## src/hdl/speech_highpass_postfilter_unit_defines.svh

```systemverilog
// assertion macros for the speech high-pass post-filter
// expects clk and arst_n in the scope that includes it
`ifndef SPEECH_HIGHPASS_POSTFILTER_UNIT_DEFINES_SVH
`define SPEECH_HIGHPASS_POSTFILTER_UNIT_DEFINES_SVH

// condition holds, consequence holds in the same cycle
`define SHPF_ASSERT_NOW(label, ante, cons) \
	label: assert property (@(posedge clk) disable iff (!arst_n) (ante) |-> (cons)) \
		else $error("shpf assertion failed");

// condition holds, consequence holds in the next cycle
`define SHPF_ASSERT_NEXT(label, ante, cons) \
	label: assert property (@(posedge clk) disable iff (!arst_n) (ante) |=> (cons)) \
		else $error("shpf assertion failed");

`endif

```

## src/hdl/shpf_pkg.sv

```systemverilog
// shared types and constants of the speech high-pass post-filter
// no dependencies
package shpf_pkg;

	localparam int unsigned SAMPLE_W = 16;
	localparam int unsigned COEF_W   = 16;
	localparam int unsigned INDEX_W  = 3;

	typedef logic signed [SAMPLE_W-1:0] sample_t;
	typedef logic signed [COEF_W-1:0]   coef_word_t;

	typedef struct packed {
		coef_word_t b0;
		coef_word_t b1;
		coef_word_t b2;
		coef_word_t a1;
		coef_word_t a2;
	} coef_t;

	// register indexes on the write port
	localparam logic [INDEX_W-1:0] REG_B0 = 3'd0;
	localparam logic [INDEX_W-1:0] REG_B1 = 3'd1;
	localparam logic [INDEX_W-1:0] REG_B2 = 3'd2;
	localparam logic [INDEX_W-1:0] REG_A1 = 3'd3;
	localparam logic [INDEX_W-1:0] REG_A2 = 3'd4;

	// 100 Hz high-pass in Q13
	localparam coef_word_t RST_B0 = 16'sd7699;
	localparam coef_word_t RST_B1 = -16'sd15398;
	localparam coef_word_t RST_B2 = 16'sd7699;
	localparam coef_word_t RST_A1 = 16'sd15836;
	localparam coef_word_t RST_A2 = -16'sd7667;

endpackage

```

## src/hdl/shpf_coef_regs.sv

```systemverilog
// coefficient register file of the speech high-pass post-filter
// uses shpf_pkg
module shpf_coef_regs (
	input  logic                          clk,
	input  logic                          arst_n,
	input  logic                          wr_en,
	input  logic [shpf_pkg::INDEX_W-1:0]  wr_index,
	input  logic [shpf_pkg::COEF_W-1:0]   wr_data,
	output shpf_pkg::coef_t               coef
);

	shpf_pkg::coef_t coef_q;

	always_ff @(posedge clk or negedge arst_n) begin
		if (!arst_n) begin
			coef_q.b0 <= shpf_pkg::RST_B0;
			coef_q.b1 <= shpf_pkg::RST_B1;
			coef_q.b2 <= shpf_pkg::RST_B2;
			coef_q.a1 <= shpf_pkg::RST_A1;
			coef_q.a2 <= shpf_pkg::RST_A2;
		end else if (wr_en) begin
			unique case (wr_index)
				shpf_pkg::REG_B0: coef_q.b0 <= wr_data;
				shpf_pkg::REG_B1: coef_q.b1 <= wr_data;
				shpf_pkg::REG_B2: coef_q.b2 <= wr_data;
				shpf_pkg::REG_A1: coef_q.a1 <= wr_data;
				shpf_pkg::REG_A2: coef_q.a2 <= wr_data;
				default: ;
			endcase
		end
	end

	assign coef = coef_q;

endmodule

```

## config.mk

```make
export PLATFORM = sky130hd
export DESIGN_NAME = shpf_coef_regs
export DESIGN_NICKNAME = d
export VERILOG_FILES = /design/src/hdl/speech_highpass_postfilter_unit_defines.svh /design/src/hdl/shpf_pkg.sv /design/src/hdl/shpf_coef_regs.sv
export SDC_FILE = /design/constraint.sdc
export NUM_CORES = 1
export LEC_CHECK = 0
export BUFFER_PORTS_ARGS = -buffer_cell sky130_fd_sc_hd__buf_2
export CAP_MARGIN = 25
export CORE_MARGIN = 2
export CORE_UTILIZATION = 30
export CTS_CLUSTER_DIAMETER = 40
export DETAILED_ROUTE_END_ITERATION = 6
export GPL_ROUTABILITY_DRIVEN = 0
export PLACE_DENSITY = 0.58
export SETUP_SLACK_MARGIN = 0.02
export SLEW_MARGIN = 25
export SYNTH_ARGS = -nofsm -noshare
export SYNTH_HDL_FRONTEND = slang
export SYNTH_SLANG_ARGS = --single-unit
```

## constraint.sdc

```tcl
create_clock -name clk -period 1.3 [get_ports clk]
set_clock_uncertainty 0.05 [all_clocks]
set_input_delay 0.195 -clock clk [delete_from_list [all_inputs] [get_ports clk]]
set_output_delay 0.195 -clock clk [all_outputs]
set_load 0.01 [all_outputs]
```

==> metrics.md, run 1 <==
| Metric | Value |
|---|---|
| P per Cell Area | `1659 mW/mm²` |
| Fmax | `approximately 800 MHz` |
| Core area | `~0.01 mm²` |
| WP data arrival | `1.00 ns` |
| Via density | `around 4.4` |
| Setup violators final | `0` |
| Slew margin rel. | `0.7926` |
| Pleak | `between 1.5 and 2 nW` |
| Post-Syn Area per Cell | `roughly 18 µm²` |
| Worst Setup End Kind | `output pin` |
| CP Buf/Inv Count | `1` |
| Tcrit/Tclk final | `0.9606` |
| Max-cap viol count | `0` |
| Worst hold margin | `0.08565 ns` |
| Clock Pin Slew Worst Setup and Hold Paths | `about 0.080 ns` |
| CP max-delay cell | `dfstp_2` |
| Fin nets | `310` |
| Placement Rows | `37` |
| Outcome | `completed` |
| Worst slew pin tran | `between 0.3 and 0.4 ns` |
| Register area share after synthesis | `0.6618` |
| Worst Path Class, Setup | `reg2out` |
| Antenna diode count | `0` |
| Htree depth | `3` |
| Chip width | `roughly 110 µm` |
| Synth top area cells | `dfstp_2 34%, dfrtp_1 32%, mux2_2 29%` |
| Crit-path cells | `buf_6` |
| Dpl ws | `-0.1336 ns` |
| Peak fanout along the critical path | `2` |
| Initial drt markers | `between 60 and 70` |
| First-pass GRT wire length | `between 10000 and 15000 µm` |
| Vias in the first global route | `approximately 1900` |
| Final WS setup | `slightly above 0.05 ns` |
| CTS Buf Count | `9` |
| TritonCTS Sinks | `80` |
| Largest net degree at the start of global routing | `32` |
| Residual DRC count | `0` |
| Syn. warnings | `0` |
| Placed Instances | `roughly 410` |
| Number of distinct library cells after synthesis | `10` |
| Initial core utilization | `0.3044` |
| Final Max Slew Viols | `0` |
| Number of flip-flops in the largest register | `80` |
| Worst skew pair latency | `about 0.34 ns` |
| Final WL | `6852 µm` |
| Routed Antenna Nets | `0` |
| Reg2Reg Depth | `2` |
| Synthesized net count | `slightly below 200` |
| Initial antenna violation count | `0` |
| Die H | `105.7 µm` |
| Fin crit period | `1.249 ns` |
| Worst Setup Start Kind | `flop` |
| Post-Syn Area | `0.003100 mm²` |
| Vias | `~1900` |
| Hold path startpoint | `wr_data[13]` |
| Die area | `0.01116 mm²` |
| CP peak stage delay | `0.56 ns` |
| Largest delay share family, worst path | `flip-flops` |
| Register-to-register setup slack | `0.44 ns` |
| CTS tree | `done` |
| TritonRoute pass-1 iters | `3` |
| Worst Hold End | `coef[77]` |
| Top Ports | `102` |
| CP required | `between 1 and 1.5 ns` |
| Mapped Cells | `roughly 170` |
| Congestion Overflow GR | `0` |
| Final hold vios | `0` |
| Type of the worst min-delay path | `in2reg` |
| Root buf cell | `clkbuf_8` |
| Reg2reg end | `coef[56]` |
| Post-DP HPWL | `4653 µm` |
| Finished Layout Cells | `between 400 and 500` |
| Worst vdd ir | `~0.57 mV` |
| WL/cell | `approximately 16 µm` |
| RSZ-0062 raised after global routing | `true` |
| Synth top area share | `0.3390` |
| Largest area contributor in the netlist | `dfstp_2` |
| Port Buffers | `a little over 100` |
| Worst reg2reg path startpoint | `coef[56]` |
| Clock buffer depth | `2` |
| Tot GR Track Use | `0.1275` |
| P&R area growth vs syn | `39.35%` |
| Hold path cells | `2` |
| Flops & latches, synth | `80` |
| Layout cells sized above 1 | `0.8498` |
where the power goes:
part	total [mW]	internal, mW	leakage, nW	switching, mW
Sequential	3.58	3.24	0.900	0.334
Clock	1.66	0.802	0.0829	0.856
Combinational	1.93	1.17	0.932	0.764
Total	7.17	5.21	1.92	1.95
worst max-delay path by stage:
| stage | start | to | slack, ns | cells after the start |
|---|---|---|---|---|
| floorplan | wr_index[2] | coef[66] | -0.02 | 3 |
| global placement | wr_index[0] | coef[8] | -0.1 | 4 |
| CTS | coef[63] | coef[63] | 0.02 | 1 |
| global route | coef[75] | coef[75] | -0.001 | 1 |
| detailed placement | wr_index[0] | coef[8] | -0.13 | 4 |
| finish | coef[75] | coef[75] | 0.05 | 1 |
what timing repair did:
item	4_1_cts	5_1_grt
buffers inserted	0	1
hold buffers	1	0
resized for setup	3	37
endpoints found under the setup margin	3	39
hold endpoints to repair	50	0
final cells by class:
class | count | area (µm²)
tap | 136 | 170.2
clock buffer | 14 | 162.7
multi-input combinational | 85 | 1008
fill | 963 | 5864
clock inverter | 2 | 15.01
timing repair buffer | 112 | 912.1
sequential | 80 | 2052
worst reg2reg max path: cells and delay by family, from the launching register on:
family | cells | cell delay (ns)
buf+inv | 1 | 0.10
flops | 1 | 0.54
mux | 1 | 0.13
cell families (layout without fill, tap and decap cells):
logic type / count (synthesis) / in the layout / synth area share
muxes: 80 / 80 / 0.2906
DFF: 80 / 80 / 0.6618
buffers and inverters: 8 / 128 / 0.02381
and+or+nand+nor: 5 / 5 / 0.02381
through the flow:
step           setup TNS [ns]  utilization  total power [mW]  instance area, µm²
2_1_floorplan         -0.1188            -             4.374                3123
3_3_place_gp           -3.946       0.3811             5.150                3881
3_5_place_dp           -5.407       0.3811             5.196                3881
4_1_cts                     0       0.4014             6.931                4088
5_1_grt             -0.001316       0.4242             7.567                4320
6_report                    0       0.4242             7.166                4320
cell usage after synthesis:
| library cell | count |
|---|---|
| dfstp_2 | 40 |
| buf_6 | 5 |
| mux2_2 | 80 |
| and4bb_2 | 2 |
| buf_4 | 1 |
| nor4b_4 | 1 |
| buf_2 | 2 |
| dfrtp_1 | 40 |
| nor4bb_1 | 1 |
| nand4b_2 | 1 |
metal layers:
layer,vias up,routed length [µm],GRT usage
met4,0,95,0.05075
met2,61,3293,0.1959
met1,972,3048,0.1632
met3,8,414,0.04700
li1,855,-,-
met5,-,0,0
layout by cell type, fill, tap and decap left out:
master         count
buf_4              5
dlygate4sd3_1      1
clkbuf_8          11
nand4b_2           1
dfrtp_1           40
buf_12             6
clkbuf_1           3
clkinvlp_4         2
and4bb_2           2
mux2_2            75
buf_6             39
buf_2             61
mux2_4             5
nor4b_4            1
dfstp_2           40
nor4bb_4           1
Note: power is estimated with default switching activity, not from simulation.
==> run 2: changes to the inputs <==
RECOVER_POWER = 100   (was default)
SLEW_MARGIN = 20   (was 25)
==> metrics.md, run 2 (synthesis gave the netlist of run 1 again) <==
| Metric | Value |
|---|---|
| Outcome | `completed` |
| Port Buffers | `101 (unchanged)` |
| Worst Setup Start Kind | `input port` |
| Crit-path cells | `clkbuf_2 > nor4b_1 > buf_12 > mux2_1` |
| CTS Buf Count | `9 (unchanged)` |
| Most common cell after layout, fill and taps aside | `mux2_2` |
| Top Ports | `102 (unchanged)` |
| Clock power share | `0.236 (+0.005)` |
| Most frequent cells in the layout | `75 x mux2_2, 44 x clkbuf_1, 40 x dfrtp_1` |
| Core area | `0.01018 mm² (unchanged)` |
| Largest delay share family, worst path | `simple AND/OR/NAND/NOR gates` |
| CP max-delay cell | `nor4b_1` |
| Die H | `105.7 µm (unchanged)` |
| Worst Path Class, Setup | `in2reg` |
| Final hold vios | `0 (unchanged)` |
| Tot GR Track Use | `0.1275 (unchanged)` |
| CP peak stage delay | `0.54 ns (-0.02 ns)` |
| Worst Setup End Kind | `flop` |
| Fin crit period | `1.281 ns (+0.03233 ns)` |
| Peak fanout along the critical path | `16 (+14)` |
| CP required | `1.47 ns (+0.42 ns)` |
| Number of flip-flops in the largest register | `80 (unchanged)` |
| Placement Rows | `37 (unchanged)` |
| Initial drt markers | `59 (-3.3%)` |
| Sw frac | `0.2789 (+0.006216)` |
| Seq pwr share | `0.506 (+0.007)` |
| Chip width | `105.7 µm (unchanged)` |
| Initial core utilization | `0.3044 (unchanged)` |
| Die area | `0.01116 mm² (unchanged)` |
| Final Max Slew Viols | `0 (unchanged)` |
| Vias | `1886 (-0.53%)` |
| Setup violators final | `0 (unchanged)` |
| Root buf cell | `clkbuf_8` |
| TritonRoute pass-1 iters | `3 (unchanged)` |
| Worst vdd ir | `0.5617 mV (-1.4%)` |
| P&R area growth vs syn | `34.14%` |
| Residual DRC count | `0 (unchanged)` |
| Clock Pin Slew Worst Setup and Hold Paths | `0.08 ns (about the same)` |
| Via density | `4.396 (-0.53%)` |
| Routed Antenna Nets | `0 (unchanged)` |
| Max-cap viol count | `0 (unchanged)` |
| RSZ-0062 raised after global routing | `true` |
| First-pass GRT wire length | `10580 µm (unchanged)` |
| TritonCTS Sinks | `80 (unchanged)` |
| Worst slew pin tran | `0.5638 ns (+0.2527 ns)` |
| Worst skew pair latency | `0.34 ns (about the same)` |
| Pleak | `1.744 nW (-8.9%)` |
| Post-DP HPWL | `4653 µm (unchanged)` |
| Layout cells sized above 1 | `0.6485 (-0.2014)` |
| Post-Route Utilization | `0.4084 (-0.01585)` |
| Power Internal | `5.058 mW (-3.0%)` |
| CP Buf/Inv Count | `2 (+1)` |
| Vias in the first global route | `1931 (unchanged)` |
| Fin nets | `310 (unchanged)` |
| WP data arrival | `1.46 ns (+0.46 ns)` |
| Htree depth | `3 (unchanged)` |
| DP Area | `0.003881 mm² (unchanged)` |
| Slew margin rel. | `0.6188 (-0.1737)` |
| Congestion Overflow GR | `0 (unchanged)` |
| Clock buffer depth | `2 (unchanged)` |
| CTS tree | `done` |
| Setup TNS | `0 ns (unchanged)` |
| Tcrit/Tclk final | `0.9855 (+0.02487)` |
| Fin area | `0.004159 mm² (-3.7%)` |
| Initial antenna violation count | `0 (unchanged)` |
| Fmax | `780.6 MHz (-2.5%)` |
| Largest net degree at the start of global routing | `32 (unchanged)` |
| NetSw | `1.956 mW (about the same)` |
| Type of the worst min-delay path | `in2reg` |
| Final WL | `6914 µm (+0.90%)` |
| Gate power share | `0.257 (-0.013)` |
| Antenna diode count | `0 (unchanged)` |
| P per Cell Area | `1686 mW/mm² (+1.7%)` |
| WL/cell | `16.12 µm (+0.90%)` |
run 2: cell count changes in the layout (fill, tap and decap cells not counted), moves of 4 or more:
cell / delta
clkbuf_1: +41
buf_2: -40
clkbuf_2: +5
buf_4: -4
buf_12: -5
dfstp_1: +13
dfstp_2: -13
run 2: final timing paths:
path / from / end / slack [ns] / depth (start not counted)
worst max-delay path: wr_index[1] / coef[78] / 0.02 / 4
worst min-delay path: wr_data[13] / coef[77] / 0.08 / 2
worst max register to register: coef[56] / coef[56] / 0.45 / 2
worst min register to register: coef[79] / coef[79] / 0.46 / 1
max in group asynchronous: arst_n / coef[26] / 0.14 / 3
min in group asynchronous: arst_n / coef[77] / 0.33 / 2
run 2: worst reg2reg max path: cells and delay by family, from the launching register on:
family | cells | cell delay [ns]
flops | 1 | 0.37
buf+inv | 1 | 0.12
mux | 1 | 0.25
run 2: layout make-up:
| type | instances | area, µm² |
|---|---|---|
| clock buffer | 14 | 162.7 |
| tap | 136 | 170.2 |
| clock inverter | 2 | 15.01 |
| multi-input combinational | 85 | 975.9 |
| fill | 998 | 6026 |
| timing repair buffer | 112 | 783.3 |
| sequential | 80 | 2052 |
run 2: power by group through the flow:
stage	combinational [mW]	sequential [mW]	clock, mW
after floorplan	0.558	3.82	0
after global placement	1.62	3.53	0
after detailed placement	1.64	3.55	0
after CTS	1.68	3.52	1.74
after global routing	1.94	3.63	1.85
final	1.80	3.55	1.66
run 2: through the flow:
stage	instances	setup WS [ns]	hold WS [ns]	total power, mW
2_1_floorplan	173	-0.01579	-0.1506	4.374
3_3_place_gp	411	-0.09592	0.06254	5.150
3_5_place_dp	411	-0.1336	0.06072	5.196
4_1_cts	428	0.02138	0.05888	6.931
5_1_grt	429	-0.002948	0.06127	7.410
6_report	429	0.01886	0.08036	7.014
run 2: what timing repair did:
action	4_1_cts	5_1_grt
setup endpoints to repair	3	39
setup buffers	0	1
pin swaps	0	0
cloned	0	0
hold endpoints to repair	50	0
resized for setup	3	37
hold buffers	1	0
run 2: layer usage:
metal,vias to the layer above,global-route usage,share of wire
li1,849,-,-
met4,0,0.05075,0.013
met3,8,0.04700,0.060
met2,61,0.1959,0.48
met1,968,0.1632,0.45
met5,-,0,0
